$ cat src/hw/rtl/dtck_pkg.sv
`timescale 1ns / 1ps
// shared constants, codes and types of the document topic-count keeper
package dtck_pkg;

    // sizes of the stores
    localparam int MAX_TOPICS  = 64;
    localparam int TOPIC_W     = 6;
    localparam int MAX_TOKENS  = 1024;
    localparam int TOKEN_IDX_W = 10;
    localparam int TOKEN_CNT_W = 11;
    localparam int COUNT_W     = 11;
    localparam int COUNT_MAX   = 2047;
    localparam int ACCUM_BITS  = 32;
    localparam int SUM_W       = ACCUM_BITS + TOPIC_W;

    // item and result fields
    localparam int MODE_W   = 2;
    localparam int STATUS_W = 2;
    localparam int FRAC_W   = 17;

    // one quotient bit per step, integer bit plus sixteen fraction bits
    localparam int DIV_STEPS  = 17;
    localparam int DIV_CNT_W  = 5;

    // configuration register
    localparam int CFG_W        = 7;
    localparam int TOPICS_RESET = 64;
    localparam int APB_ADDR_W   = 3;
    localparam int APB_DATA_W   = 32;

    typedef enum logic [MODE_W-1:0] {
        MODE_ADD      = 2'd0,
        MODE_REASSIGN = 2'd1,
        MODE_ACCUM    = 2'd2,
        MODE_READ     = 2'd3
    } t_mode;

    typedef enum logic [STATUS_W-1:0] {
        ST_OK        = 2'd0,
        ST_BAD_TOPIC = 2'd1,
        ST_BAD_INDEX = 2'd2,
        ST_FULL      = 2'd3
    } t_status;

    typedef enum logic [4:0] {
        S_CLEAR,
        S_IDLE,
        S_CHECK,
        S_ADD_WR,
        S_RE_CMP,
        S_RE_DEC,
        S_RE_INC,
        S_ACC_RUN,
        S_ACC_TAIL,
        S_SUM_RUN,
        S_SUM_TAIL,
        S_DV_RD,
        S_DV_LD,
        S_DV_STEP,
        S_DV_OUT,
        S_REPLY
    } t_state;

    // controller to datapath
    typedef struct packed {
        logic load_item;
        logic chk_latch;
        logic idx_clr;
        logic idx_inc;
        logic clr_write;
        logic st_write_add;
        logic st_write_re;
        logic st_rd;
        logic cnt_rd_topic;
        logic cnt_rd_old;
        logic cnt_wr_inc;
        logic cnt_wr_dec;
        logic acc_rd;
        logic acc_wr;
        logic sum_clr;
        logic sum_add;
        logic div_load;
        logic div_step;
        logic out_status;
        logic out_dist;
    } t_dp_cmd;

    // datapath to controller
    typedef struct packed {
        t_status chk;
        t_mode   mode;
        logic    same;
        logic    idx_zero;
        logic    idx_last;
        logic    idx_max;
        logic    div_done;
        logic    out_free;
    } t_dp_stat;

endpackage

$ cat src/hw/rtl/dtck_ctrl.sv
`timescale 1ns / 1ps
// controller state machine sequencing every mode over the datapath
module dtck_ctrl (
    input  logic               i_clk,
    input  logic               i_rst_n,
    input  logic               i_in_valid,
    output logic               o_in_ready,
    input  dtck_pkg::t_dp_stat i_stat,
    output dtck_pkg::t_dp_cmd  o_cmd
);
    import dtck_pkg::*;

    t_state r_state;
    t_state n_state;

    // state register
    always_ff @(posedge i_clk) begin
        if (!i_rst_n) begin
            r_state <= S_CLEAR;
        end else begin
            r_state <= n_state;
        end
    end

    // next state
    always_comb begin
        n_state = r_state;
        case (r_state)
            S_CLEAR: begin
                if (i_stat.idx_max) n_state = S_IDLE;
            end
            S_IDLE: begin
                if (i_in_valid) n_state = S_CHECK;
            end
            S_CHECK: begin
                if (i_stat.chk != ST_OK) begin
                    n_state = S_REPLY;
                end else begin
                    case (i_stat.mode)
                        MODE_ADD:      n_state = S_ADD_WR;
                        MODE_REASSIGN: n_state = S_RE_CMP;
                        MODE_ACCUM:    n_state = S_ACC_RUN;
                        MODE_READ:     n_state = S_SUM_RUN;
                        default:       n_state = S_REPLY;
                    endcase
                end
            end
            S_ADD_WR: n_state = S_REPLY;
            S_RE_CMP: begin
                n_state = i_stat.same ? S_REPLY : S_RE_DEC;
            end
            S_RE_DEC: n_state = S_RE_INC;
            S_RE_INC: n_state = S_REPLY;
            S_ACC_RUN: begin
                if (i_stat.idx_last) n_state = S_ACC_TAIL;
            end
            S_ACC_TAIL: n_state = S_REPLY;
            S_SUM_RUN: begin
                if (i_stat.idx_last) n_state = S_SUM_TAIL;
            end
            S_SUM_TAIL: n_state = S_DV_RD;
            S_DV_RD:    n_state = S_DV_LD;
            S_DV_LD:    n_state = S_DV_STEP;
            S_DV_STEP: begin
                if (i_stat.div_done) n_state = S_DV_OUT;
            end
            S_DV_OUT: begin
                if (i_stat.out_free) begin
                    n_state = i_stat.idx_last ? S_IDLE : S_DV_RD;
                end
            end
            S_REPLY: begin
                if (i_stat.out_free) n_state = S_IDLE;
            end
            default: n_state = S_IDLE;
        endcase
    end

    // command outputs
    always_comb begin
        o_cmd      = '0;
        o_in_ready = 1'b0;
        case (r_state)
            S_CLEAR: begin
                o_cmd.clr_write = 1'b1;
                o_cmd.idx_inc   = !i_stat.idx_max;
                o_cmd.idx_clr   = i_stat.idx_max;
            end
            S_IDLE: begin
                o_in_ready      = 1'b1;
                o_cmd.load_item = i_in_valid;
                o_cmd.idx_clr   = i_in_valid;
            end
            S_CHECK: begin
                o_cmd.chk_latch = 1'b1;
                if (i_stat.chk == ST_OK) begin
                    case (i_stat.mode)
                        MODE_ADD: begin
                            o_cmd.st_write_add = 1'b1;
                            o_cmd.cnt_rd_topic = 1'b1;
                        end
                        MODE_REASSIGN: o_cmd.st_rd   = 1'b1;
                        MODE_READ:     o_cmd.sum_clr = 1'b1;
                        default: ;
                    endcase
                end
            end
            S_ADD_WR: o_cmd.cnt_wr_inc = 1'b1;
            S_RE_CMP: begin
                o_cmd.st_write_re = !i_stat.same;
                o_cmd.cnt_rd_old  = !i_stat.same;
            end
            S_RE_DEC: begin
                o_cmd.cnt_wr_dec   = 1'b1;
                o_cmd.cnt_rd_topic = 1'b1;
            end
            S_RE_INC: o_cmd.cnt_wr_inc = 1'b1;
            S_ACC_RUN: begin
                o_cmd.acc_rd  = 1'b1;
                o_cmd.acc_wr  = !i_stat.idx_zero;
                o_cmd.idx_inc = !i_stat.idx_last;
            end
            S_ACC_TAIL: o_cmd.acc_wr = 1'b1;
            S_SUM_RUN: begin
                o_cmd.acc_rd  = 1'b1;
                o_cmd.sum_add = !i_stat.idx_zero;
                o_cmd.idx_inc = !i_stat.idx_last;
            end
            S_SUM_TAIL: begin
                o_cmd.sum_add = 1'b1;
                o_cmd.idx_clr = 1'b1;
            end
            S_DV_RD:   o_cmd.acc_rd   = 1'b1;
            S_DV_LD:   o_cmd.div_load = 1'b1;
            S_DV_STEP: o_cmd.div_step = 1'b1;
            S_DV_OUT: begin
                o_cmd.out_dist = i_stat.out_free;
                o_cmd.idx_inc  = i_stat.out_free && !i_stat.idx_last;
            end
            S_REPLY: o_cmd.out_status = i_stat.out_free;
            default: ;
        endcase
    end

endmodule

$ cat config.mk
export PLATFORM = sky130hd
export DESIGN_NAME = dtck_ctrl
export DESIGN_NICKNAME = d
export VERILOG_FILES = /design/src/hw/rtl/dtck_pkg.sv /design/src/hw/rtl/dtck_ctrl.sv
export SDC_FILE = /design/constraint.sdc
export NUM_CORES = 1
export LEC_CHECK = 0
export ABC_AREA = 1
export BUFFER_PORTS_ARGS = -buffer_cell sky130_fd_sc_hd__buf_4
export CORE_AREA = 2 2 46 44
export CTS_BUF_LIST = sky130_fd_sc_hd__clkbuf_2
export DETAILED_ROUTE_END_ITERATION = 16
export DIE_AREA = 0 0 48 46
export PLACE_DENSITY = 0.8
export SYNTH_ARGS = -nofsm -noshare
export SYNTH_HDL_FRONTEND = slang
export SYNTH_SLANG_ARGS = --single-unit
$ cat constraint.sdc
create_clock -name i_clk -period 1.3 [get_ports i_clk]
set_clock_uncertainty 0.2 [all_clocks]
set_input_delay 0.26 -clock i_clk [delete_from_list [all_inputs] [get_ports i_clk]]
set_output_delay 0.26 -clock i_clk [all_outputs]
set_load 0.05 [all_outputs]
==> results of run 1 <==
==> logic make-up after synthesis <==
family          Yosys count  synth area share (%)
buf+inv                  24                  15.0
simple gates             83                  51.9
compound gates           14                  12.0
flops                     4                  11.8
fa+ha+maj                 5                  9.24
==> through the flow <==
step | setup slack (ps) | instances | TNS (ps) | instance area [µm²] | hold WS, ps
after floorplan | -567 | 130 | -7800 | 848 | 188
after global placement | -354 | 214 | -6720 | 1320 | 312
after detailed placement | -406 | 214 | -7350 | 1320 | 319
after CTS | -500 | 227 | -10520 | 1600 | 99.8
==> what timing repair did <==
| item | in CTS |
|---|---|
| setup buffers | 9 |
| endpoints found under the setup margin | 25 |
| resized for setup | 61 |
| pin swaps | 11 |
| hold buffers | 0 |
==> summary.md, run 1 <==
| Metric | Value |
|---|---|
| Initial Util | 38.0% |
| Synth Instances | 130 |
| FP Rows | 15 |
| Post-Syn Nets | between 100 and 150 |
| Post-synth EDFFs | 0 |
| Synth area leader | nand2_1 |
| Err | [ERROR DPL-0038] Utilization greater than 100%, impossible to legalize |
| Synth cell count leaders | nand2_1 (40), inv_1 (20), nor2_1 (20) |
| Asr flop ratio synth | 0% |
| Cts bufs inserted | 3 |
| Post-synth top area share | 22.2% |
| Top cells by area, synth | nand2_1 (22%), dfxtp_1 (12%), inv_1 (11%) |
| IO Pins | 34 |
| Avg Cell Area, Syn | 5.21 µm² |
| Largest net degree at the start of global routing | 8 |
| Cell Area, Synth | 677 µm² |
| Root Buffer | clkbuf_2 |
| Seq/Total Area, Yosys | 11.8% |
| Main synth FF type | dfxtp_1 |
| Worst setup endpoint GRT | o_cmd[17] |
| Clock Sinks | 4 |
| Port-buffer cells | 33 |
| Detail Placement HPWL | 2100 µm |
| Clk buf depth | 2 |
| Yosys reg bits | 4 |
| Failed at | global routing (5_1_grt) |
| Worst_ep kind | output port |
| Status | aborted with a tool error |
| Yosys cell types | 19 |
| Routability Congestion | 0.949 |
| H-tree levels | 1 |
| DIE HEIGHT | 46 µm |
| Most frequent cell after synthesis | nand2_1 |
| Yosys warnings | 0 |
| Die Width | 48 µm |
==> run 2: changes to the inputs <==
CORE_AREA = 2 2 63 65   (was 2 2 46 44)
CTS_BUF_LIST = default   (was sky130_fd_sc_hd__clkbuf_2)
DIE_AREA = 0 0 65 67   (was 0 0 48 46)
PLACE_DENSITY = default   (was 0.8)
PLACE_DENSITY_LB_ADDON = 0.15   (was default)
clock period = 1.7 ns   (was 1.3 ns; I/O delays follow)
==> summary.md, run 2 <==
| Metric | Value |
|---|---|
| Worst setup SP type | flip-flop |
| Routability Congestion | 0.870 |
| Clock latency on the worst-skew pair | roughly 220 ps |
| Crit-path max FO | 6 |
| Most frequent cell after synthesis | nand2_1 |
| R2r endpoint | r_state[1] |
| Post-Syn Nets | 148 |
| Main synth FF type | dfxtp_1 |
| Yosys warnings | 0 |
| IO Pins | 34 |
| Clock network power share | 7.2% |
| Fin crit period | 1890 ps |
| Routed via count | 1020 |
| Tcrit/Tclk final | 111% |
| Post-synth EDFFs | 0 |
| Layout cell share with drive strength beyond 1 | 61.1% |
| LEAKAGE | 0.869 nW |
| CP required | between 1000 and 1500 ps |
| Most frequent cells in the layout | buf_4 (39), nand2_1 (27), buf_6 (19) |
| CP arrival | 1350 ps |
| TritonRoute pass-1 iters | 4 |
| Clock-pin slew on the worst setup and hold paths | 30 ps |
| Xor/xnor share of the synthesized area | 0% |
| Pwr per Cell Area | between 1500 and 2000 mW/mm² |
| Global-route wire length before repair | 4240 µm |
| Worst-Margin Slew | approximately 230 ps |
| CP Class | flip-flop to primary output |
| FP Rows | 22 |
| Largest family of logic cells by synthesized area | simple AND/OR/NAND/NOR gates |
| P_int | between 0.001 and 0.0015 W |
| Largest registers | r_state (4) |
| Cts bufs inserted | 3 |
| Initial antenna violation count | 0 |
| Fmax | 530 MHz |
| Max Slew Vio Count | 0 |
| Port-buffer cells | 33 |
| Wire per inst | approximately 11 µm |
| Asr flop ratio synth | 0% |
| Worst vdd ir | 605 µV |
| Cell Area, Synth | ~680 µm² |
| Seq pwr share | 9.4% |
| Commonest non-fill, non-tap cell in the layout | buf_4 |
| Full die area | between 0.004 and 0.005 mm² |
| Gr usage total | 12.5% |
| Max reg flops | 4 |
| Worst slack, placed | -39.4 ps |
| Synth area leader | nand2_1 |
| H-tree levels | 1 |
| Most flops, register | r_state |
| Detail Placement HPWL | 2160 µm |
| Status | finished with violations |
| Number of DRC markers in iteration 0 | 38 |
| Vias in the first global route | 999 |
| Die Width | 65 µm |
| CTS tree | built |
| GRT overflow | 0 |
| Setup TNS | -1870 ps |
| Antenna viol nets, final | 0 |
| RSZ-0062 raised after global routing | yes |
| CP endpoint kind | primary output |
| Avg Cell Area, Syn | 5.21 µm² |
| Fin. Hold Viols | 0 |
| Combinational power share | 83.4% |
| Net Sw Frac | 53.7% |
| Cells on Worst Hold Path | 3 |
| Setup violators final | 18 |
| Area growth, synth to finish | 140% |
| Placed insts | 233 |
| Post-synth top area share | 22.2% |
| Clk buf depth | 2 |
| Final Util | 45.1% |
| Setup slack, reg-to-reg | 10 ps |
| Violated checks | negative setup slack |
| DRC | 0 |
| CP endpoint | o_cmd[17] |
| Core area | 0.00361 mm² |
| Mux share of post-synthesis cell area | 0% |
| Via/cell ratio | 4.15 |
| Antenna Cells | 0 |
| MaxCap Viol Count | 0 |
| Reg2reg start | r_state[2] |
| Slack of the critical path | -186 ps |
| Hold Slack | 176 ps |
| Worst rel slew slack | 84.6% |
| HP Class | input port to flip-flop |
| Final WL | roughly 2600 µm |
| DIE HEIGHT | 67 µm |
| Yosys reg bits | 4 |
| Synth Instances | 130 |
| Worst reg-to-reg path cell count | 11 |
| Seq/Total Area, Yosys | 11.8% |
| Largest net degree at the start of global routing | 7 |
| Hold Buf Count CTS | 0 |
| Non-Filler Instances | 246 |
| Yosys cell types | 19 |
| Critical Path Source | r_state[0] |
| Adder-Cell Fraction of Synth Area | 9.24% |
| Clock Sinks | 4 |
| NetSw | between 0.0015 and 0.002 W |
| Compound-Gate Fraction of Synth Area | roughly an eighth |
| Simple-gate portion of the synthesized area | 51.9% |
| Initial Util | a little under a fifth |
| Final #Nets | 217 |
| Top cells by area, synth | nand2_1 (22%), dfxtp_1 (12%), inv_1 (11%) |
| Synth cell count leaders | nand2_1 (40), inv_1 (20), nor2_1 (20) |
| Root Buffer | clkbuf_8 |
run 2: layout make-up:
cell class,count,area (µm²)
multi-input combinational,102,708
inverter,22,90.1
timing repair buffer,66,632
sequential,4,92.6
tap,48,60.1
clock buffer,4,45.0
fill,376,1980
run 2: worst min path at each step:
| stage | from | to | slack, ps |
|---|---|---|---|
| finish | i_rst_n | r_state[0] | 180 |
| global route | i_rst_n | r_state[0] | 190 |
| CTS | i_rst_n | r_state[0] | 170 |
| detailed placement | r_state[2] | r_state[2] | 320 |
| global placement | r_state[2] | r_state[2] | 320 |
| floorplan | i_rst_n | r_state[0] | 270 |
run 2: worst max-delay path: stages, from the launching register on:
cell	delay, ps
dfxtp_4	360
buf_6	120
nor2_4	170
nand2_4	90
o211ai_1	160
buf_4	220
run 2: timing repair:
action,in CTS,in global routing
pin swaps,9,11
buffers inserted,4,5
setup endpoints to repair,20,24
gates resized for setup,57,12
run 2: power by group through the flow:
stage / clock, W / sequential (W) / combinational (W)
finish: 0.000214 / 0.000280 / 0.00248
global route: 0.000228 / 0.000288 / 0.00266
CTS: 0.000221 / 0.000279 / 0.00230
detailed placement: 0 / 0.000240 / 0.00194
global placement: 0 / 0.000240 / 0.00194
floorplan: 0 / 0.000226 / 0.00129
run 2: kinds of logic (layout without fill, tap and decap cells):
| family | count (synthesis) | after routing |
|---|---|---|
| adders and majority gates | 5 | 5 |
| DFF | 4 | 4 |
| buffers and inverters | 24 | 92 |
| AOI/OAI and AO/OA | 14 | 14 |
| and+or+nand+nor | 83 | 83 |
run 2: per-stage QoR:
stage / cell area, µm² / power (W)
floorplan: 802 / 0.00152
finish: 1630 / 0.00297
global placement: 1280 / 0.00218
global route: 1630 / 0.00317
CTS: 1550 / 0.00280
detailed placement: 1280 / 0.00218
run 2: layer usage:
layer  vias up  track usage (%)  share of wire (%)
met5         -                0                  0
met4         0             6.65                2.0
met3         6             2.36                4.7
met2        32             22.7                 52
met1       441             13.8                 41
li1        541                -                  -
No activity file was read; power rests on OpenSTA's default activity.
==> run 3: changes to the inputs <==
clock period = 1.8 ns   (was 1.7 ns; I/O delays follow)
==> summary.md, run 3 (synthesized netlist as in run 2, its figures left out) <==
| Metric | Value |
|---|---|
| Status | finished with violations |
| Violated checks | negative setup slack |
| HP Class | input port to flip-flop |
| Final Util | a little over 40% |
| Fillers | 396 |
| Tcrit/Tclk final | 105% |
| Worst rel slew slack | 84.5% |
| Largest registers | r_state (4) |
| Vias in the first global route | 940 |
| Via/cell ratio | 4.30 |
| FP Rows | 22 |
| Critical path's slowest cell | dfxtp_4 |
| Area growth, synth to finish | 117% |
| Final WL | roughly 2600 µm |
| Die Width | 65 µm |
| Commonest non-fill, non-tap cell in the layout | buf_4 |
| Fin. Hold Viols | 0 |
| Full die area | 0.00436 mm² |
| Max Slew Vio Count | 0 |
| Final #Nets | 205 |
| Crit-path max FO | 6 |
| Hold Buf Count CTS | 0 |
| Initial Util | a little under a fifth |
| Clock latency on the worst-skew pair | 210 ps |
| Worst setup SP type | flip-flop |
| Setup violators final | 13 |
| CTS tree | built |
| Wire per inst | 11.0 µm |
| Number of DRC markers in iteration 0 | 39 |
| CP endpoint kind | primary output |
| Max stage delay on crit path | 400 ps |
| CP required | 1240 ps |
| Fin crit period | between 1500 and 2000 ps |
| Routability Congestion | 0.850 |
| Hold_sp | i_rst_n |
| Port-buffer cells | 33 |
| Clk buf depth | 2 |
| Layout cell share with drive strength beyond 1 | 57.3% |
| LEAKAGE | 0.750 nW |
| CP arrival | around 1300 ps |
| CP Class | flip-flop to primary output |
| Initial antenna violation count | 0 |
| H-tree levels | 1 |
| Pwr Total | 0.00264 W |
| Gr usage total | a little under an eighth |
| Core area | 0.00361 mm² |
| Hold Slack | roughly 200 ps |
| Slack of the critical path | -85.1 ps |
| DIE HEIGHT | ~67 µm |
| Reg2reg start | r_state[3] |
| Critical Path Source | r_state[3] |
| Clock Sinks | 4 |
| Global-route wire length before repair | 4000 µm |
| Most flops, register | r_state |
| Antenna Cells | 0 |
| Detail Placement HPWL | 1990 µm |
| MaxCap Viol Count | 0 |
| TritonRoute pass-1 iters | 4 |
| Delay-heaviest family, CP | flip-flops |
| Largest net degree at the start of global routing | 8 |
| Fmax | 530 MHz |
| Max reg flops | 4 |
| Clock-pin slew on the worst setup and hold paths | 30 ps |
| Antenna viol nets, final | 0 |
| Pwr per Cell Area | 1800 mW/mm² |
| GRT overflow | 0 |
| RSZ-0062 raised after global routing | yes |
| Root Buffer | clkbuf_8 |
| Non-Filler Instances | 233 |
| Worst-Margin Slew | ~230 ps |
| Crit path cell chain | inv_2 > nor2_4 > buf_4 > nand2_1 > o21ai_2 > buf_6 |
| Worst vdd ir | 544 µV |
| IO Pins | 34 |
| DRC | 0 |
| WP buf/inv | 3 |
| Cts bufs inserted | 3 |
| Most frequent cells in the layout | buf_4 (31), nand2_1 (29), buf_6 (20) |
| Routed via count | 1001 |
| Placed insts | about 220 |
run 3: cell types whose count changed in the layout (fill, tap and decap cells not counted), sizes merged:
cell / change
clkbuf: -1
buf: -12
run 3: worst min-delay path: stages:
cell     delay [ps]
buf_4           110
o21ai_0          60
nor2_1           40
run 3: report_power, final:
group	total, W	internal (W)	leakage [nW]	switching, W
registers	0.000260	0.000157	0.0356	0.000103
clock network	0.000185	0.000142	0.0216	0.0000427
logic	0.00219	0.000887	0.692	0.00131
run 3: repair_timing:
item / CTS / global route
endpoints found under the setup margin: 17 / 20
pin swaps: 4 / 9
resized for setup: 38 / 23
buffers inserted: 7 / 6
gates cloned: 0 / 0
run 3: metal layers:
layer	wire length, µm	vias to the layer above	track usage (%)
met5	0	-	0
met4	31	0	5.59
met3	149	7	2.53
met2	1360	34	21.6
met1	1020	443	13.1
li1	-	517	-
run 3: layout make-up:
type                    count  area [µm²]  area share [%]
flip-flops and latches      4        95.1            6.47
multi-input cells         102         679            46.3
well taps                  48        60.1            4.09
inverters                  22        90.1            6.13
repair buffers             54         503            34.2
clock buffers               3        41.3            2.81
run 3: path summary, 6_finish.rpt:
| check | end | slack (ps) | depth (start not counted) |
|---|---|---|---|
| max | o_cmd[6] | -90 | 6 |
| min | r_state[0] | 200 | 3 |
| max reg2reg | r_state[3] | 140 | 9 |
| min reg2reg | r_state[2] | 330 | 2 |
run 3: metrics by stage:
| stage | setup WS [ps] | instance area [µm²] | TNS [ps] |
|---|---|---|---|
| 4_1_cts | -91.8 | 1350 | -414 |
| 3_5_place_dp | 28.7 | 1120 | 0 |
| 6_report | -85.1 | 1470 | -553 |
| 2_1_floorplan | -226 | 776 | -780 |
| 3_3_place_gp | 39.5 | 1120 | 0 |
| 5_1_grt | -159 | 1470 | -1470 |
==> run 4: changes to the inputs <==
SETUP_SLACK_MARGIN = 0.02   (was default)
==> summary.md, run 4 (synthesized netlist as in run 2, its figures left out) <==
| Metric | Value |
|---|---|
| Layout cell share with drive strength beyond 1 | 55.7% |
| Vias in the first global route | 956 |
| Fin area | 0.00145 mm² |
| H-tree levels | 1 |
| GRT overflow | 0 |
| Violated checks | negative setup slack |
| Port-buffer cells | 33 |
| Clock latency on the worst-skew pair | 220 ps |
| Global-route wire length before repair | roughly 4000 µm |
| FP Rows | 22 |
| Slack of the critical path | -94.2 ps |
| Cells on Worst Hold Path | 3 |
| Pwr per Cell Area | 1860 mW/mm² |
| Fmax | ~530 MHz |
| Max reg flops | 4 |
| Full die area | about 0.0044 mm² |
| Routed via count | between 900 and 1000 |
| Crit-path max FO | 7 |
| Core area | 0.00361 mm² |
| Grt met3 use | less than 1% |
| Reg2reg start | r_state[1] |
| Clk buf depth | 2 |
| Initial Util | 18.8% |
| Tcrit/Tclk final | 105% |
| Gr usage total | about an eighth |
| Die Width | 65 µm |
| MaxCap Viol Count | 0 |
| Most frequent cells in the layout | nand2_1 (31), buf_4 (31), buf_6 (18) |
| Detail Placement HPWL | 2000 µm |
| Number of DRC markers in iteration 0 | 38 |
| Status | finished with violations |
| Worst rel slew slack | 85.0% |
| Cts bufs inserted | 3 |
| Antenna Cells | 0 |
| LEAKAGE | 0.754 nW |
| Area post-placement | 0.00115 mm² |
| Clock Sinks | 4 |
| DRC | 0 |
| Wire per inst | 10.9 µm |
| RSZ-0062 raised after global routing | yes |
| Most flops, register | r_state |
| Final WL | 2550 µm |
| IO Pins | 34 |
| Hold Buf Count CTS | 0 |
| Setup slack, reg-to-reg | approximately 110 ps |
| Final Util | 40.2% |
| CP arrival | 1330 ps |
| Root Buffer | clkbuf_8 |
| Via/cell ratio | 4.25 |
| GRT busiest layer | met2 |
| Critical Path Source | r_state[1] |
| CP required | 1240 ps |
| Final #Nets | roughly 200 |
| DIE HEIGHT | 67 µm |
| Largest net degree at the start of global routing | 8 |
| Worst setup SP type | flip-flop |
| Max Slew Vio Count | 0 |
| Largest registers | r_state (4) |
| Fin crit period | 1890 ps |
| Setup violators final | 11 |
| CTS tree | built |
| CP Class | flip-flop to primary output |
| R2r endpoint | r_state[0] |
| Antenna viol nets, final | 0 |
| Fin. Hold Viols | 0 |
| TritonRoute pass-1 iters | 4 |
| CP endpoint | o_cmd[6] |
| HP Class | input port to flip-flop |
| Worst reg-to-reg path cell count | 11 |
| Worst vdd ir | 398 µV |
| Met1 track demand over resource | 13.4% |
| Clock-pin slew on the worst setup and hold paths | 30 ps |
| CP endpoint kind | primary output |
| Routability Congestion | 0.889 |
| Worst-Margin Slew | 224 ps |
| Initial antenna violation count | 0 |
| Area growth, synth to finish | 114% |
| Met2 Track Usage GR | 22.4% |
-- run 4: changes by cell type in the layout (fill, tap and decap cells not counted), moves of 2 or more --
cell,previous run,this run
nor2_4,10,8
buf_6,20,18
nand2_4,3,5
nor2_2,5,7
nand2_2,9,6
nand2_1,29,31
-- run 4: worst max-delay path: stages (launching register included) --
cell and delay [ps]:
dfxtp_4 370, buf_6 120, nor2_4 150, buf_4 140, nand2_1 90, o21ai_2 80, buf_6 170
-- run 4: cell type report --
class                           instances  area, µm²
Clock buffer                            4       45.0
Sequential cell                         4       95.1
Fill cell                             399       2160
Timing Repair Buffer                   53        495
Multi-Input combinational cell        102        661
Inverter                               22       92.6
Tap cell                               48       60.1
-- run 4: routing by layer --
layer | wire length [µm] | up-vias
met3 | 92 | 2
met2 | 1350 | 22
li1 | - | 521
met5 | 0 | -
met4 | 17 | 0
met1 | 1090 | 446
-- run 4: worst min-delay path by stage --
stage                     from    endpoint  slack, ps
global route           i_rst_n  r_state[0]        230
detailed placement  r_state[2]  r_state[2]        330
finish                 i_rst_n  r_state[0]        210
floorplan              i_rst_n  r_state[0]        290
global placement    r_state[2]  r_state[2]        330
CTS                    i_rst_n  r_state[0]        210
-- run 4: timing repair --
action                     4_1_cts  5_1_grt
gates resized for setup         40       14
pin swaps                        7        4
buffers inserted                 8        4
gates cloned                     0        0
setup endpoints to repair       17       20
-- run 4: report_power, final --
group          internal, W  switching, W  total, W
Clock             0.000151     0.0000481  0.000199
Combinational     0.000927       0.00129   0.00221
Sequential        0.000157      0.000128  0.000286
Total              0.00124       0.00146   0.00270
-- run 4: stage by stage --
step	instances	TNS (ps)	hold WS, ps	total power, W	worst slack, ps
after floorplan	130	-747	288	0.00143	-167
after global placement	218	0	327	0.00191	25.9
after detailed placement	218	-2.34	327	0.00190	-2.34
after CTS	230	-550	205	0.00251	-95.3
after global routing	233	-1480	226	0.00286	-160
final	233	-600	209	0.00270	-94.2
